<file path="src/rtl/putt_pkg.sv">
// shared types and constants for the pool usage tracking table
package putt_pkg;

    localparam int SLOTS_DEF = 32;

    // item kinds
    localparam logic [2:0] KIND_CREATE = 3'd0;
    localparam logic [2:0] KIND_DELETE = 3'd1;
    localparam logic [2:0] KIND_ALLOC  = 3'd2;
    localparam logic [2:0] KIND_FREE   = 3'd3;
    localparam logic [2:0] KIND_LIST   = 3'd4;
    localparam logic [2:0] KIND_CLEAR  = 3'd5;

    // result status codes
    localparam logic [1:0] ST_OK       = 2'd0;
    localparam logic [1:0] ST_NOTFOUND = 2'd1;
    localparam logic [1:0] ST_FULL     = 2'd2;
    localparam logic [1:0] ST_IGNORED  = 2'd3;

    typedef struct packed {
        logic [31:0] handle;
        logic [31:0] puddle;
        logic [31:0] thresh;
        logic [31:0] count;
        logic [31:0] total;
    } data_t;

    typedef struct packed {
        logic  active;
        data_t data;
    } slot_t;

    typedef struct packed {
        logic [2:0]  kind;
        logic [31:0] handle;
        logic [31:0] puddle;
        logic [31:0] thresh;
        logic [31:0] size;
        logic        ok;
    } cmd_t;

    // per-cycle controls broadcast to every cell
    typedef struct packed {
        logic capture;
        logic apply;
        logic shift;
        logic clear;
    } ctl_t;

    typedef enum logic [1:0] {
        FSM_IDLE,
        FSM_APPLY,
        FSM_LIST
    } fsm_t;

endpackage

</file>
<file path="src/rtl/putt_cell.sv">
// one table slot: holds a pool entry, matches handles, takes part in the priority chain
module putt_cell (
    input  logic           clk,
    input  logic           rst_n,
    input  putt_pkg::ctl_t ctl,
    input  putt_pkg::cmd_t cmd,
    input  logic [31:0]    cap_handle,
    input  putt_pkg::slot_t nbr_slot,
    input  logic           chain_in,
    output logic           chain_out,
    output logic           sel,
    output putt_pkg::slot_t slot,
    output putt_pkg::slot_t upd
);
    import putt_pkg::*;

    logic  active_reg, active_next;
    data_t data_reg, data_next;
    logic  match_reg, match_next;
    logic  cand;
    logic [32:0] sum;

    assign slot = '{active: active_reg, data: data_reg};

    // handle compare captured when the item is accepted
    assign match_next = ctl.capture ? (active_reg && (data_reg.handle == cap_handle))
                                    : match_reg;

    // lowest free slot for create, lowest matching slot otherwise
    assign cand      = (cmd.kind == KIND_CREATE) ? !active_reg : match_reg;
    assign sel       = cand && !chain_in;
    assign chain_out = chain_in || cand;

    assign sum = {1'b0, data_reg.total} + {1'b0, cmd.size};

    // updated entry value for the selected slot
    always_comb
    begin
        upd = slot;
        unique case (cmd.kind)
            KIND_CREATE:
            begin
                upd.active      = 1'b1;
                upd.data.handle = cmd.handle;
                upd.data.puddle = cmd.puddle;
                upd.data.thresh = cmd.thresh;
                upd.data.count  = '0;
                upd.data.total  = '0;
            end
            KIND_ALLOC:
            begin
                if (data_reg.count != 32'hFFFF_FFFF)
                    upd.data.count = data_reg.count + 32'd1;
                upd.data.total = sum[32] ? 32'hFFFF_FFFF : sum[31:0];
            end
            KIND_FREE:
            begin
                if (data_reg.count != 32'd0)
                    upd.data.count = data_reg.count - 32'd1;
                upd.data.total = (data_reg.total >= cmd.size) ? (data_reg.total - cmd.size)
                                                              : 32'd0;
            end
            default:
            begin
                upd = slot;
            end
        endcase
    end

    // next slot contents: clear, ring shift, or update
    always_comb
    begin
        active_next = active_reg;
        data_next   = data_reg;
        priority if (ctl.clear)
        begin
            active_next = 1'b0;
        end
        else if (ctl.shift)
        begin
            active_next = nbr_slot.active;
            data_next   = nbr_slot.data;
        end
        else if (ctl.apply && sel)
        begin
            if (cmd.kind == KIND_DELETE)
            begin
                active_next = 1'b0;
            end
            else
            begin
                active_next = upd.active;
                data_next   = upd.data;
            end
        end
    end

    // control state
    always_ff @(posedge clk or negedge rst_n)
    begin
        if (!rst_n)
        begin
            active_reg <= 1'b0;
            match_reg  <= 1'b0;
        end
        else
        begin
            active_reg <= active_next;
            match_reg  <= match_next;
        end
    end

    // entry payload
    always_ff @(posedge clk)
    begin
        data_reg <= data_next;
    end

endmodule

</file>
<file path="config.mk">
export PLATFORM = sky130hd
export DESIGN_NAME = putt_cell
export DESIGN_NICKNAME = d
export VERILOG_FILES = /design/src/rtl/putt_pkg.sv /design/src/rtl/putt_cell.sv
export SDC_FILE = /design/constraint.sdc
export NUM_CORES = 1
export LEC_CHECK = 0
export BUFFER_PORTS_ARGS = -buffer_cell sky130_fd_sc_hd__clkbuf_2
export CAP_MARGIN = 20
export CORE_AREA = 2 2 258 260
export DETAILED_ROUTE_END_ITERATION = 10
export DIE_AREA = 0 0 260 262
export PLACE_DENSITY = 0.57
export SLEW_MARGIN = 0
export SYNTH_ARGS = -nofsm -noshare
export SYNTH_HDL_FRONTEND = slang
export SYNTH_SLANG_ARGS = --single-unit
</file>
<file path="constraint.sdc">
create_clock -name clk -period 8.4 [get_ports clk]
set_clock_uncertainty 0.1 [all_clocks]
set_input_delay 0.42 -clock clk [delete_from_list [all_inputs] [get_ports clk]]
set_output_delay 0.42 -clock clk [all_outputs]
set_load 0.03 [all_outputs]
</file>
==> flow_summary.json, run 1 <==
{
  "cts_tree": "done",
  "synth.cell_area_sq_um": 14900,
  "multi_input_comb_area_sq_um": 9300,
  "avgViaCountPerCell": 5.08,
  "yosysWarnings": 0,
  "grt_pass1_vias": 15365,
  "reg2regPathDepth": 10,
  "cp.required_ns": 7.88,
  "yosysSeqAreaShare_pct": 32.6,
  "fill_cells": 7073,
  "p_int_mw": 1.74,
  "layout_min_cycle_time_ns": 5.32,
  "clock-root-buffer": "clkbuf_16",
  "crit_path_end_kind": "output pin",
  "ir_drop_mv": 0.157,
  "track_usage_pct": 21.5,
  "combPwrFrac_pct": 36.7,
  "die_area_sq_um": 68100,
  "async_flop_share_pct": 1.23,
  "drc_errors": 0,
  "start_kind": "register",
  "hold_class": "in2reg",
  "netlist_top_cells_count": "nand2_1 (391), edfxtp_1 (160), mux2_2 (142), nor2_1 (141), a21oi_1 (101)",
  "pre_cts_ws_ns": 3.52,
  "die_w_microns": 260,
  "path_clk_slew_ns": 0.08,
  "dp_hpwl_mm": 61.4,
  "fp.dieH_microns": 262,
  "cts_made_buffers": 17,
  "wl_mm": 77.2,
  "status": "finished clean",
  "fin_crit_sh_pct": 63.4,
  "synth_top_area_share_pct": 32.3,
  "finalWorstSetupSlack_ns": 3.08,
  "overflow": 0,
  "synth_flop_cell": "edfxtp_1",
  "ys_ff_latch": 162,
  "avgSynthCellArea_sq_um": 8.27,
  "largest_reg_flops": 160,
  "synth_fp_nets": 2202,
  "postRouteAntennaNets": 0,
  "timing.final.hold_violations": 0,
  "syn_inst": 1801,
  "port_buffers": 654,
  "io_pins": 656,
  "cts-htree-levels": 4,
  "fmax_mhz": 188,
  "post_dp_cell_area_sq_um": 19000,
  "power.density_nw_per_um2": 154,
  "worstPathArrival_ns": 4.80,
  "drt_iter0_markers": 1359,
  "grt_pass1_wl_mm": 107,
  "vias": 16556,
  "drtPass1Iterations": 5,
  "rsz0062_at_grt": "no",
  "initial_core_util_pct": 22.8,
  "synth_largest_area_cell": "edfxtp_1",
  "synth_edf_count": 160,
  "drive_gt1_share_pct": 36.6,
  "grt_max_degree": 161,
  "rows": 94,
  "setup_viol": 0,
  "worstMarginPinSlew_ns": 1.10,
  "place_congestion": 0.922,
  "final_area_sq_um": 19600,
  "clkSinkCount": 162,
  "coreArea_sq_um": 65300,
  "power_frac_clock_pct": 29.9,
  "postCtsSetupBuffers": 0,
  "maxSlewHeadroom_pct": 25.5,
  "hold_depth": 2,
  "synth_area_leaders": "edfxtp_1 (32%), mux2_2 (11%), nand2_1 (9.9%), ha_1 (5.6%), nor2_1 (3.6%)",
  "hold_slack_ns": 0.0901,
  "crit_type": "reg2out",
  "totalNegativeSetupSlack_ns": 0,
  "p_leak_nw": 8.75,
  "nNetsFinal": 2776,
  "power.switching_mw": 1.28,
  "area_growth_pct": 31.9,
  "antenna_found_initial": 9,
  "slew_violations": 0,
  "seqCellArea_sq_um": 4850,
  "routedWlPerCell_microns": 23.7,
  "post-route-util_pct": 30.1,
  "maxCapViolations": 0,
  "yosysUniqueCellTypes": 80,
  "clockBufferDepth": 2,
  "path_max_fanout": 19,
  "insertion_delay_ns": 0.50,
  "p_sw_share_pct": 42.4,
  "seqPwrFrac_pct": 33.4,
  "synth_most_common_cell": "nand2_1"
}
==> cells in the final DEF, fill, tap and decap left out, drive strengths merged, types with 7 or more instances in the layout <==
cell,n
a221oi,18
or3,15
nand2,391
nor3,40
o211ai,11
o31ai,29
and3,7
a31oi,11
or2,7
ha,67
edfxtp,160
inv,91
o21bai,11
a211oi,13
o22ai,8
buf,17
o32a,12
a21oi,101
nand2b,13
nor2,141
xnor2,58
clkbuf,671
xor2,25
a21o,15
nor2b,19
nand3,34
o21ai,73
or4,10
mux2i,8
nand4,23
a311oi,8
nor4,26
mux2,143
==> cell type report <==
class	instances	share of cell area [%]
timing repair buffer	673	17.5
clock inverter	15	1.13
sequential	162	24.7
multi-input combinational	1439	47.3
antenna	5	0.0637
inverter	82	1.59
clock buffer	17	2.17
tap	864	5.50
==> worst max-delay path: stages, from the launching register on <==
cell and delay (ns):
edfxtp_1 0.40, inv_1 0.06, ha_1 0.20, fa_1 0.42
nand2b_1 0.19, a21o_1 0.19, a31oi_1 0.50, a31oi_1 0.32
a311oi_1 0.37, or2_2 0.52, a221o_1 0.22, o21ai_0 0.17
a21oi_1 0.43, clkbuf_2 0.29
==> worst paths after layout <==
check	from	to	slack, ns
max in group asynchronous	rst_n	active_reg	7.91
worst min-delay path	ctl[3]	match_reg	0.09
worst max-delay path	slot[0]	upd[2]	3.08
worst min register to register	match_reg	match_reg	0.50
worst max register to register	slot[3]	slot[21]	4.02
min in group asynchronous	rst_n	match_reg	0.17
==> through the flow <==
| step | total power [mW] | cells |
|---|---|---|
| finish | 3.02 | 3257 |
| global route | 3.14 | 3253 |
| CTS | 3.04 | 3252 |
| detailed placement | 2.13 | 3218 |
| global placement | 2.12 | 3218 |
| floorplan | 1.72 | 1801 |
==> metal layers <==
layer  part of all wire (%)  vias up  track usage [%]
met5                   0.10        -                0
met4                    2.8       12             6.93
met3                    8.8      107             5.56
met2                     48      798             35.7
met1                     40     7936             27.2
li1                       -     7703                -
==> power by group through the flow <==
stage / sequential (mW) / combinational, mW / clock, mW
4_1_cts: 1.01 / 1.10 / 0.933
3_3_place_gp: 1.02 / 1.10 / 0
2_1_floorplan: 1.09 / 0.626 / 0
3_5_place_dp: 1.03 / 1.10 / 0
5_1_grt: 1.01 / 1.18 / 0.947
6_report: 1.01 / 1.11 / 0.904
==> cells by family (layout without fill, tap and decap cells) <==
kind of cell / after synthesis / after routing / share of synthesized area, %
and+or+nand+nor: 743 / 743 / 22.0
AOI/OAI and AO/OA: 393 / 393 / 18.0
buffers and inverters: 200 / 787 / 5.25
DFF: 162 / 162 / 32.6
muxes: 151 / 151 / 11.4
xor gates and xnor gates: 83 / 83 / 4.88
adders and majority gates: 69 / 69 / 5.90
other: 0 / 5 / 0
==> repair_timing <==
action	CTS	global route
gates resized for setup	0	0
setup endpoints to repair	0	0
hold endpoints to repair	3	0
hold buffers	2	0
Power figures use the tool's default switching activity.
==> inputs of run 2 (changes only) <==
Clock period 8.4 ns to 4.5 ns, I/O delays scaled along.
==> run 2 against run 1 <==
- global-route usage increased by 0.76 points
- sequential share of layout area decreased by 2.4 points
- sequential power up 86%
- first-iteration DRC count up 13%
- routed wire length up 3.6%
- critical path depth decreased by 1
- worst setup slack worse by 2.9 ns
- largest cell class unchanged
==> flow_summary.json, run 2 (synthesized netlist as in run 1, its figures left out) <==
{
  "status": "finished clean",
  "r2r_end": "slot[3]",
  "insertion_delay_ns": 0.50,
  "cts_made_buffers": 17,
  "worstPathArrival_ns": 4.02,
  "overflow": 0,
  "crit_type": "reg2out",
  "fin_crit_sh_pct": 96.6,
  "final_cell_mix": "clkbuf_2 (654), nand2_1 (390), dlygate4sd3_1 (161)",
  "nNetsFinal": 2985,
  "grt_max_degree": 97,
  "dpl.cell_count": 3266,
  "dp_hpwl_mm": 63.5,
  "crit_slowest_cell": "or4_1",
  "vias": 17348,
  "p_leak_nw": 9.70,
  "grt_pass1_wl_mm": 112,
  "place_congestion": 0.950,
  "final_area_sq_um": 21800,
  "post_dp_cell_area_sq_um": 19400,
  "worstMarginPinSlew_ns": 1.06,
  "coreArea_sq_um": 65300,
  "routedWlPerCell_microns": 23.1,
  "cts-htree-levels": 4,
  "endpoint": "upd[3]",
  "path_max_fanout": 29,
  "crit_family": "simple AND/OR/NAND/NOR gates",
  "cp_num_cells": 12,
  "final_cell_count_no_fill": 3466,
  "r2r_slack_ns": 0.56,
  "drive_gt1_share_pct": 36.8,
  "start_kind": "register",
  "power.density_nw_per_um2": 267,
  "drt_iter0_markers": 1534,
  "rows": 94,
  "port_buffers": 654,
  "clock-root-buffer": "clkbuf_16",
  "largest_reg_flops": 160,
  "rr_startpoint": "slot[0]",
  "rsz0062_at_grt": "no",
  "crit_chain": "ha_1, fa_1, nor2b_1, o21ai_2, nand3_2, a21o_1, or4_1, nand2_2, o211ai_1, buf_12, o32a_1, clkbuf_2",
  "slew_violations": 0,
  "grt_pass1_vias": 16459,
  "reg2regPathDepth": 12,
  "crit_buf_inv": 2,
  "wl_mm": 79.9,
  "die_w_microns": 260,
  "die_area_sq_um": 68100,
  "antenna_found_initial": 14,
  "maxSlewHeadroom_pct": 28.9,
  "area_growth_pct": 46.3,
  "cp-startpoint": "slot[0]",
  "postRouteAntennaNets": 0,
  "maxCapViolations": 0,
  "max_stage_delay_ns": 0.56,
  "avgViaCountPerCell": 5.01,
  "drtPass1Iterations": 5,
  "crit_path_end_kind": "output pin",
  "totalNegativeSetupSlack_ns": 0,
  "cts_tree": "done",
  "timing.final.hold_violations": 0,
  "fp.dieH_microns": 262,
  "power.total_mw": 5.82,
  "ir_drop_mv": 0.241,
  "layout_min_cycle_time_ns": 4.35,
  "clkSinkCount": 162,
  "fmax_mhz": 230,
  "hold_class": "in2reg",
  "cp.required_ns": 4.18,
  "track_usage_pct": 22.3,
  "path_clk_slew_ns": 0.09,
  "initial_core_util_pct": 22.8,
  "drc_errors": 0,
  "post-route-util_pct": 33.4,
  "final_common_cell": "clkbuf_2",
  "setup_viol": 0,
  "clockBufferDepth": 2,
  "io_pins": 656
}
==> run 2: cell count changes in the layout (fill, tap and decap cells not counted), sizes merged <==
| cell | delta |
|---|---|
| inv | -3 |
| dlygate4sd3 | +159 |
| clkinv | +3 |
| buf | +50 |
==> run 2: layer usage <==
| metal | track usage, % | vias up | wire, microns |
|---|---|---|---|
| met2 | 37.6 | 798 | 38800 |
| li1 | - | 8121 | - |
| met5 | 0 | - | 132 |
| met1 | 28.0 | 8283 | 32700 |
| met3 | 5.74 | 128 | 6350 |
| met4 | 6.42 | 18 | 1980 |
==> run 2: how the worst min path moves through the flow <==
stage	start	endpoint	cells past startpoint
after floorplan	rst_n	active_reg	0
after global placement	rst_n	active_reg	1
after detailed placement	rst_n	active_reg	1
after CTS	cmd[39]	slot[70]	4
after global routing	nbr_slot[68]	slot[68]	2
final	cmd[39]	slot[70]	4
==> run 2: cell type report <==
class                      count  area (sq um)
fill                        6953         43500
multi-input combinational   1439          9470
timing repair buffer         882          5440
sequential                   162          4850
tap                          864          1080
clock buffer                  17           425
inverter                      82           313
clock inverter                15           204
antenna                        5          12.5
==> run 2: worst min-delay path, cell delays in order <==
cell,delay (ns)
clkbuf_2,0.07
nand2_1,0.04
nand2_1,0.06
mux2_2,0.13
==> run 2: per-stage QoR <==
stage | hold slack (ns) | setup slack [ns]
2_1_floorplan | -0.171 | -0.0685
3_3_place_gp | -0.0435 | 0.344
3_5_place_dp | -0.0434 | 0.333
4_1_cts | 0.000693 | -0.0525
5_1_grt | 0.0194 | 0.00321
6_report | 0.0369 | 0.152
==> run 2: power breakdown <==
group	total (mW)	switching (mW)	internal, mW
Clock	1.64	0.875	0.768
Sequential	1.88	0.101	1.78
Combinational	2.29	1.46	0.830
Total	5.82	2.44	3.38
==> run 2: what timing repair did <==
| item | CTS | global route |
|---|---|---|
| setup buffers | 1 | 1 |
| gates cloned | 0 | 0 |
| endpoints found under the setup margin | 22 | 27 |
| endpoints found under the hold margin | 158 | 0 |
| hold buffers | 161 | 0 |
| pin swaps | 1 | 1 |
| gates resized for setup | 4 | 29 |
